===== config.mk =====
export PLATFORM = sky130hd
export DESIGN_NAME = sync_byte_frame_deframer_top
export DESIGN_NICKNAME = d
export VERILOG_FILES = /design/src/hw/rtl/sbfd_pkg.sv /design/src/hw/rtl/sync_byte_frame_deframer_top.sv /design/src/hw/rtl/sbfd_in_stage.sv /design/src/hw/rtl/sbfd_core.sv
export SDC_FILE = /design/constraint.sdc
export NUM_CORES = 1
export LEC_CHECK = 0
export BUFFER_PORTS_ARGS = -buffer_cell sky130_fd_sc_hd__clkbuf_2
export CORE_MARGIN = 2
export CORE_UTILIZATION = 56
export DETAILED_ROUTE_END_ITERATION = 8
export PLACE_DENSITY = 0.79
export SETUP_SLACK_MARGIN = 0.02
export SLEW_MARGIN = 20
export SYNTH_ARGS = -nofsm -noshare
export SYNTH_HDL_FRONTEND = slang
export SYNTH_SLANG_ARGS = --single-unit

===== constraint.sdc =====
create_clock -name clk -period 6.75 [get_ports clk]
set_clock_uncertainty 0.05 [all_clocks]
set_input_delay 1.35 -clock clk [delete_from_list [all_inputs] [get_ports clk]]
set_output_delay 1.35 -clock clk [all_outputs]
set_load 0.02 [all_outputs]

===== src/hw/rtl/sbfd_pkg.sv =====
package sbfd_pkg;

	localparam int BYTE_W    = 8;
	localparam int ID_W      = 16;
	localparam int PAYLOAD_W = 64;
	localparam int IDX_W     = 4;
	localparam int CFG_IDX_W = 8;

	// Configuration register indexes
	localparam logic [CFG_IDX_W-1:0] REG_FIRST_SYNC  = 8'd0;
	localparam logic [CFG_IDX_W-1:0] REG_SECOND_SYNC = 8'd1;

	// Sync byte values after reset
	localparam logic [BYTE_W-1:0] FIRST_SYNC_RST  = 8'h55;
	localparam logic [BYTE_W-1:0] SECOND_SYNC_RST = 8'h0E;

	// One received byte travelling from the input register to the frame core
	typedef struct packed {
		logic              vld;
		logic [BYTE_W-1:0] data;
	} byte_beat_t;

endpackage


===== src/hw/rtl/sync_byte_frame_deframer_top.sv =====
// An accepted byte is held in the input register until the core decodes it;
//   a checksum byte shows its result on out_valid the cycle after it is taken.
// Throughput: one byte per cycle, set by the frame state update and payload
//   adder; a held result with out_ready low stalls the input register.
// Reset: arst_n clears the input and result valid flags, returns the frame
//   state to the hunt for the first sync byte and loads sync bytes 0x55/0x0E.
module sync_byte_frame_deframer_top #(
	parameter int PAYLOAD_BYTES = 8
) (
	input  logic                                clk,
	input  logic                                arst_n,
	// configuration write channel
	input  logic                                cfg_valid,
	output logic                                cfg_ready,
	input  logic [sbfd_pkg::CFG_IDX_W-1:0]      cfg_index,
	input  logic [sbfd_pkg::BYTE_W-1:0]         cfg_data,
	// received byte channel
	input  logic                                in_valid,
	output logic                                in_ready,
	input  logic [sbfd_pkg::BYTE_W-1:0]         rx_byte,
	// frame result channel
	output logic                                out_valid,
	input  logic                                out_ready,
	output logic [sbfd_pkg::ID_W-1:0]           frame_id,
	output logic [sbfd_pkg::PAYLOAD_W-1:0]      payload,
	output logic [sbfd_pkg::BYTE_W-1:0]         count_byte,
	output logic [sbfd_pkg::BYTE_W-1:0]         rx_checksum,
	output logic                                checksum_ok
);

	logic [sbfd_pkg::BYTE_W-1:0] first_sync_q;
	logic [sbfd_pkg::BYTE_W-1:0] second_sync_q;
	sbfd_pkg::byte_beat_t        beat;
	logic                        take;

	// Register writes are always accepted; indexes past the list are dropped
	assign cfg_ready = 1'b1;

	always_ff @(posedge clk or negedge arst_n) begin
		if (!arst_n) begin
			first_sync_q  <= sbfd_pkg::FIRST_SYNC_RST;
			second_sync_q <= sbfd_pkg::SECOND_SYNC_RST;
		end else if (cfg_valid) begin
			case (cfg_index)
				sbfd_pkg::REG_FIRST_SYNC:  first_sync_q  <= cfg_data;
				sbfd_pkg::REG_SECOND_SYNC: second_sync_q <= cfg_data;
				default: ;
			endcase
		end
	end

	// Input register: hold one received byte, advance when the core takes it
	sbfd_in_stage u_in_stage (
		.clk      (clk),
		.arst_n   (arst_n),
		.in_valid (in_valid),
		.in_ready (in_ready),
		.rx_byte  (rx_byte),
		.take     (take),
		.beat     (beat)
	);

	// Frame state machine, payload sum and result register
	sbfd_core #(
		.PAYLOAD_BYTES (PAYLOAD_BYTES)
	) u_core (
		.clk         (clk),
		.arst_n      (arst_n),
		.beat        (beat),
		.take        (take),
		.first_sync  (first_sync_q),
		.second_sync (second_sync_q),
		.out_valid   (out_valid),
		.out_ready   (out_ready),
		.frame_id    (frame_id),
		.payload     (payload),
		.count_byte  (count_byte),
		.rx_checksum (rx_checksum),
		.checksum_ok (checksum_ok)
	);

endmodule


===== src/hw/rtl/sbfd_in_stage.sv =====
module sbfd_in_stage (
	input  logic                                clk,
	input  logic                                arst_n,
	input  logic                                in_valid,
	output logic                                in_ready,
	input  logic [sbfd_pkg::BYTE_W-1:0]         rx_byte,
	input  logic                                take,
	output sbfd_pkg::byte_beat_t                beat
);

	logic                        valid_s1;
	logic [sbfd_pkg::BYTE_W-1:0] byte_s1;

	// Refill whenever the register is empty or drains this cycle
	assign in_ready = !valid_s1 || take;

	always_ff @(posedge clk or negedge arst_n) begin
		if (!arst_n) begin
			valid_s1 <= 1'b0;
		end else if (in_ready) begin
			valid_s1 <= in_valid;
		end
	end

	always_ff @(posedge clk) begin
		if (in_ready && in_valid) begin
			byte_s1 <= rx_byte;
		end
	end

	assign beat.vld  = valid_s1;
	assign beat.data = byte_s1;

endmodule


===== src/hw/rtl/sbfd_core.sv =====
module sbfd_core #(
	parameter int PAYLOAD_BYTES = 8
) (
	input  logic                                clk,
	input  logic                                arst_n,
	input  sbfd_pkg::byte_beat_t                beat,
	output logic                                take,
	input  logic [sbfd_pkg::BYTE_W-1:0]         first_sync,
	input  logic [sbfd_pkg::BYTE_W-1:0]         second_sync,
	output logic                                out_valid,
	input  logic                                out_ready,
	output logic [sbfd_pkg::ID_W-1:0]           frame_id,
	output logic [sbfd_pkg::PAYLOAD_W-1:0]      payload,
	output logic [sbfd_pkg::BYTE_W-1:0]         count_byte,
	output logic [sbfd_pkg::BYTE_W-1:0]         rx_checksum,
	output logic                                checksum_ok
);

	localparam logic [2:0] PH_SYNC1 = 3'd0;
	localparam logic [2:0] PH_SYNC2 = 3'd1;
	localparam logic [2:0] PH_ID_HI = 3'd2;
	localparam logic [2:0] PH_ID_LO = 3'd3;
	localparam logic [2:0] PH_DATA  = 3'd4;
	localparam logic [2:0] PH_CHECK = 3'd5;

	localparam logic [sbfd_pkg::IDX_W-1:0] LAST_IDX = sbfd_pkg::IDX_W'(PAYLOAD_BYTES);

	logic [2:0]                       phase_q;
	logic [sbfd_pkg::IDX_W-1:0]       idx_q;
	logic [sbfd_pkg::BYTE_W-1:0]      sum_q;
	logic [sbfd_pkg::ID_W-1:0]        id_q;
	logic [sbfd_pkg::PAYLOAD_W-1:0]   pl_q;
	logic [sbfd_pkg::PAYLOAD_W-1:0]   pl_nxt;
	logic [sbfd_pkg::BYTE_W-1:0]      count_q;
	logic                             out_valid_q;
	logic [sbfd_pkg::ID_W-1:0]        frame_id_q;
	logic [sbfd_pkg::PAYLOAD_W-1:0]   payload_q;
	logic [sbfd_pkg::BYTE_W-1:0]      count_byte_q;
	logic [sbfd_pkg::BYTE_W-1:0]      rx_checksum_q;
	logic                             checksum_ok_q;
	logic                             acc;
	logic [sbfd_pkg::BYTE_W-1:0]      b;

	assign b    = beat.data;
	assign take = !out_valid_q || out_ready;
	assign acc  = beat.vld && take;

	// Place the byte in its payload lane
	always_comb begin
		pl_nxt = pl_q;
		for (int i = 0; i < PAYLOAD_BYTES; i++) begin
			if (idx_q == sbfd_pkg::IDX_W'(i)) begin
				pl_nxt[8*i +: 8] = b;
			end
		end
	end

	always_ff @(posedge clk or negedge arst_n) begin
		if (!arst_n) begin
			phase_q <= PH_SYNC1;
			idx_q   <= '0;
			sum_q   <= '0;
			id_q    <= '0;
			pl_q    <= '0;
			count_q <= '0;
		end else if (acc) begin
			case (phase_q)
				PH_SYNC2: begin
					phase_q <= (b == second_sync) ? PH_ID_HI : PH_SYNC1;
				end
				PH_ID_HI: begin
					id_q    <= {b, 8'h00};
					phase_q <= PH_ID_LO;
				end
				PH_ID_LO: begin
					id_q[7:0] <= b;
					idx_q     <= '0;
					phase_q   <= PH_DATA;
				end
				PH_DATA: begin
					if (idx_q < LAST_IDX) begin
						pl_q  <= pl_nxt;
						sum_q <= sum_q + b;
						idx_q <= idx_q + 1'b1;
					end else begin
						count_q <= b;
						idx_q   <= '0;
						phase_q <= PH_CHECK;
					end
				end
				PH_CHECK: begin
					sum_q   <= '0;
					pl_q    <= '0;
					phase_q <= PH_SYNC1;
				end
				default: begin
					phase_q <= (b == first_sync) ? PH_SYNC2 : PH_SYNC1;
				end
			endcase
		end
	end

	// Result register
	always_ff @(posedge clk or negedge arst_n) begin
		if (!arst_n) begin
			out_valid_q <= 1'b0;
		end else if (take) begin
			out_valid_q <= acc && (phase_q == PH_CHECK);
		end
	end

	always_ff @(posedge clk) begin
		if (acc && phase_q == PH_CHECK) begin
			frame_id_q    <= id_q;
			payload_q     <= pl_q;
			count_byte_q  <= count_q;
			rx_checksum_q <= b;
			checksum_ok_q <= (b == sum_q);
		end
	end

	assign out_valid   = out_valid_q;
	assign frame_id    = frame_id_q;
	assign payload     = payload_q;
	assign count_byte  = count_byte_q;
	assign rx_checksum = rx_checksum_q;
	assign checksum_ok = checksum_ok_q;

`ifndef SYNTHESIS
	a_result_on_check: assert property (@(posedge clk) disable iff (!arst_n)
		(acc && phase_q == PH_CHECK) |=> out_valid_q)
		else $error("checksum byte did not load a result");

	a_frame_cleared: assert property (@(posedge clk) disable iff (!arst_n)
		(acc && phase_q == PH_CHECK) |=> (sum_q == '0 && pl_q == '0 && phase_q == PH_SYNC1))
		else $error("frame state not cleared after checksum byte");

	a_idx_bound: assert property (@(posedge clk) disable iff (!arst_n)
		idx_q <= LAST_IDX)
		else $error("payload index past payload length");

	a_idx_step: assert property (@(posedge clk) disable iff (!arst_n)
		(acc && phase_q == PH_DATA && idx_q < LAST_IDX) |=>
		(idx_q == $past(idx_q) + 1'b1 && phase_q == PH_DATA))
		else $error("payload index did not advance");

	a_no_load_when_full: assert property (@(posedge clk) disable iff (!arst_n)
		(out_valid_q && !out_ready) |=> $stable(frame_id_q) && $stable(rx_checksum_q))
		else $error("pending result overwritten");
`endif

endmodule

# After elaboration in Yosys (flattened, before gate mapping)
# Index checks and enable logic that the tools add are counted.
# totals
out_inout_bits	100
input_bits	29
regBits	226
elab_cells	101
# op_classes
mux	19
bitwise	1
n_reduce_logical	28
n_lt_le_gt_ge	1
n_eq_ne	26
n_addsub	2
# ops
cell	count
64-bit case mux with 2 select lines	1
8-bit two-way mux	9
64-bit two-way mux	1
8-bit case mux with 2 select lines	2
4-bit AND reduction	8
8-bit == test	3
2-bit by 1-bit inequality test with 1-bit output, second input constant	9
4-bit by 3-bit == test with 1-bit output, second input constant	4
3-bit case mux with 5 select lines	1
2-bit AND reduction	6
8-bit adder	1
4-bit by 2-bit == test with 1-bit output, second input constant	2
8-bit by 1-bit == test with 1-bit output, second input constant	1
8-bit zero test	1
4-bit case mux with 2 select lines	1
3-bit by 2-bit == test with 1-bit output, second input constant	2
3-bit == test, second input constant	2
3-bit AND reduction	2
2-bit nonzero test	3
4-bit by 1-bit adder with 4-bit output, second input constant	1
4-bit by 1-bit == test with 1-bit output, second input constant	1
4-bit zero test	1
4-bit < comparator, second input constant	1
4-bit two-way mux	1
9 further kinds	13

# Depth between registers and ports, before layout
# depth
depth_word	4
mapped_depth	9
depth_no_buf	9

# Cells and area by module
# Synthesis repeated with hierarchy kept, for this count alone.
# unflattened
hier_cells	599
area_unflattened_um2	8694.6
# modules_own_cells
mod	instances	area_per_inst_um2	seq_area_each_um2	cells_each
sbfd_core	1	7713.6	5515.3	546
sync_byte_frame_deframer_top	1	679.4	409.1	40
sbfd_in_stage	1	301.5	265.3	13

# Worst setup path before layout
# Ideal clock, no wire load.
# synth_timing
path_kind	in2reg
from	input out_ready
to	register u_core.checksum_ok_q, in the netlist u_core.checksum_ok, enable pin
path_stages	3
path_slack_ns	0.444
setup_ns	0.554
arrival_time_ns	5.702
n_path_buf	0
required_time_ns	6.146
path_cell_list	nand2b_1 -> nand2_1 -> nor2_1
# synth_via
elab_chain_len	3
# synth_lines
item	line	text
start, declared	sync_byte_frame_deframer_top.sv:23	input logic out_ready,
1-bit logical OR	sbfd_core.sv:45	assign take = !out_valid_q || out_ready;
1-bit logical AND	sbfd_core.sv:46	assign acc = beat.vld && take;
1-bit logical AND	sbfd_core.sv:113	if (acc && phase_q == PH_CHECK) begin
end signal, assigned	sbfd_core.sv:118	checksum_ok_q <= (b == sum_q);
end, declared	sbfd_core.sv:40	logic checksum_ok_q;
# Every way passes these cells.
# A chain may end at the register's enable or synchronous reset.

# Worst setup path after layout
# layout_timing
from	input out_ready
to	register u_core.count_byte_q (netlist bit u_core.count_byte[7]), enable pin
# layout_via
elab_chain_len	3
# layout_lines
item	line	text
1-bit logical OR	sbfd_core.sv:45	
1-bit logical AND	sbfd_core.sv:46	
1-bit logical AND	sbfd_core.sv:113	
end signal, assigned	sbfd_core.sv:116	count_byte_q <= count_q;
end, declared	sbfd_core.sv:38	logic [sbfd_pkg::BYTE_W-1:0] count_byte_q;
# Every way passes these cells.

==> results.sh <==
export IMPL_outcome="complete, no violations"
export IMPL_final_area_um2=9960
export IMPL_worst_pin_slew_ns=0.990
export IMPL_max_vdd_ir_drop_mv=0.157
export IMPL_critPathTopFamily="simple AND/OR/NAND/NOR gates"
export IMPL_start_kind="input port"
export IMPL_yosys_area_share_simple=0.0885
export IMPL_fillCellCount=1008
export IMPL_htree_num_levels=1
export IMPL_grt_pass1_vias=5300
export IMPL_via_per_inst=5.68
export IMPL_synth_fp_nets=660
export IMPL_worst_ep_arrival_time_ns=3.47
export IMPL_path_depth=5
export IMPL_synth_edf_count=105
export IMPL_synth_cell_types=52
export IMPL_antenna_found_initial=0
export IMPL_cts_max_path_buffers=3
export IMPL_muxShareOfSynthArea=0.0409
export IMPL_worst_ep_required_time_ns=6.81
export IMPL_post_cts_buffers=0
export IMPL_vias=5375
export IMPL_final_layout_size_suffix_gt1_frac=0.273
export IMPL_hpwl_um=11400
export IMPL_yosysTopAreaCell="edfxtp_1"
export IMPL_cp_cell_sequence="clkbuf_2 > nand2b_1 > nand2_1 > nor2_4 > buf_4"
export IMPL_synth_top_family_by_area="simple AND/OR/NAND/NOR gates"
export IMPL_syn_inst=619
export IMPL_core_um2=15000
export IMPL_cellLeakagePower_nw=4.07
export IMPL_drv_cap=0
export IMPL_fmax_mhz=294
export IMPL_avgRoutedWirePerCell_um=18.7
export IMPL_synth_compound_area_frac=0.0834
export IMPL_grt_max_degree=64
export IMPL_cts_resized=0
export IMPL_syn_cell_area_um2=8500
export IMPL_clkLatencyLatePin_ns=0.49
export IMPL_yosysWarnings=0
export IMPL_final_hold_violation_count=0
export IMPL_cts_sinks=226
export IMPL_multiInputGateArea_um2=2150
export IMPL_fp_dieW_um=127
export IMPL_hold_ws_ns=0.392
export IMPL_ys_top_cells_by_count="dfrtp_1, edfxtp_1, nand2_1, o21ai_0, mux2_2"
export IMPL_slowest_stage="nor2_4"
export IMPL_cts_tree="done"
export IMPL_relSlewSlack=0.339
export IMPL_hold_path_class="reg -> reg"
export IMPL_final_max_slew_viol_count=0
export IMPL_synth_top_area_frac=0.371
export IMPL_worst_r2r_path_depth=4
export IMPL_min_period_ns=3.40
export IMPL_rows=45
export IMPL_dieArea_um2=16200
export IMPL_cp_num_buf_inv=2
export IMPL_worstPathMaxFanout=63
export IMPL_syn_area_per_cell_um2=13.7
export IMPL_postRouteAntennaNets=0
export IMPL_final_nets=783
export IMPL_drt_first_pass_iters=7
export IMPL_yosysMostFrequentCell="dfrtp_1"
export IMPL_ys_ff_latch=226
export IMPL_place_gp_congestion=0.857
export IMPL_port_buffers=127
export IMPL_holdBufCountCts=0
export IMPL_pin_count=129
export IMPL_cts_buffers=22
export IMPL_power_density_nw_per_um2=291
export IMPL_async_flop_share=0.535
export IMPL_critPathCaptureType="flip-flop"
export IMPL_initial_core_util=0.565
export IMPL_diodes=0
export IMPL_setup_violations=0
export IMPL_whs_path_depth=0
export IMPL_synth_xor_area_frac=0.0206
export IMPL_max_stage_delay_ns=0.81
export IMPL_clock_tree_root_cell="clkbuf_16"
export IMPL_seqCellArea_um2=6190
export IMPL_clk_pin_slew_ns=0.06
export IMPL_first_iter_violations=563
export IMPL_ys_seq_area_frac=0.729
export IMPL_grt_pass1_wl_um=28300
export IMPL_netlist_top_cells_area="edfxtp_1, dfrtp_1, o21ai_0"
export IMPL_grt_use_total=0.221
export IMPL_synth_fa_ha_area_frac=0.0186
export IMPL_path_class="in -> reg"
export IMPL_setup_tns_ns=0
export IMPL_overflow=0
export IMPL_fin_crit_sh=0.504
export IMPL_placed_cell_area_um2=9260
export IMPL_grt_setup_unrepaired="false"
export IMPL_post_route_drc_count=0
export IMPL_synth_top_flop_cell="dfrtp_1"
export IMPL_total_power_w=0.00289
export IMPL_wl_um=17700
export IMPL_syn_to_final_growth_pct=17.2
export IMPL_die_h_um=127
## stage by stage
step | cells | utilization | setup WS (ns)
floorplan | 619 | - | 0.444
CTS | 946 | 0.662 | 3.33
global placement | 906 | 0.616 | 2.95
finish | 946 | 0.662 | 3.35
detailed placement | 906 | 0.616 | 2.84
global route | 946 | 0.662 | 3.18
## worst paths after layout
check / from / end / slack, ns
setup / recovery: out_ready / u_core.count_byte[7] / 3.35
hold / removal: u_core.pl_q[24] / u_core.payload[24] / 0.39
setup reg to reg: u_core.phase_q[2] / u_core.count_byte[7] / 3.58
hold reg to reg: u_core.pl_q[24] / u_core.payload[24] / 0.39
max in group asynchronous: arst_n / second_sync_q[6] / 4.49
min in group asynchronous: arst_n / u_core.pl_q[30] / 0.87
## cell type report
cell class                 count  share of cell area
clock inverter                 4             0.00264
sequential                   226               0.622
timing repair buffer         130              0.0664
inverter                       7             0.00264
tap                          188              0.0236
multi-input combinational    355               0.216
clock buffer                  36              0.0669
## registers in the layout, summed over array words and instances (netlist names), 3 cells and up
name	flops
u_in_stage.byte_s1	8
u_core.idx_q	4
u_core.payload	64
u_core.frame_id	16
u_core.rx_checksum	8
u_core.phase_q	3
u_core.count_q	8
u_core.count_byte	8
u_core.sum_q	8
first_sync_q	8
u_core.pl_q	64
u_core.id_q	16
second_sync_q	8
## power breakdown
| part | leakage, nW | internal (W) | switching [W] |
|---|---|---|---|
| logic | 1.27 | 0.0000728 | 0.000115 |
| registers | 2.46 | 0.00150 | 0.0000451 |
| clock network | 0.334 | 0.000676 | 0.000488 |
| total | 4.07 | 0.00224 | 0.000648 |
## placed cells by master, fill, tap and decap left out, types with 2 or more instances in the layout
master and n:
o21ai_0 86, a21oi_1 16, nor3_1 5, nand2b_1 6, mux2_2 30, clkbuf_8 2
or2_2 5, a31oi_1 2, edfxtp_1 105, o31ai_1 4, clkbuf_1 10, and2_1 2
a21o_1 2, dfrtp_1 114, dfstp_2 7, a22oi_1 3, clkbuf_16 24, a211oi_1 2
xnor2_1 10, or2_1 3, xor2_1 10, ha_1 11, nand4_1 2, nor3b_1 2
clkinv_2 2, buf_4 4, clkbuf_2 126, nor2b_1 2, nand3_1 5, o21ai_1 7
inv_1 7, nor2_1 11, nor4_1 4, nand3b_1 3, nand2_1 102
## routing by layer
metal	routed length, um	GRT usage	up-vias
li1	-	-	2446
met4	362	0.0666	0
met2	8760	0.365	228
met1	7510	0.311	2667
met3	1080	0.0339	34
met5	0	0	-
## kinds of logic (layout without fill, tap and decap cells)
kind of cell,count (synthesis),in the layout
other,1,1
buffers and inverters,38,177
AND/OR/NAND/NOR,161,161
multiplexers,31,31
XOR/XNOR,20,20
adder cells (fa/ha/maj),12,12
AO/OA/AOI/OAI,130,130
flip-flops,226,226
Note: power is estimated with default switching activity, not from simulation.
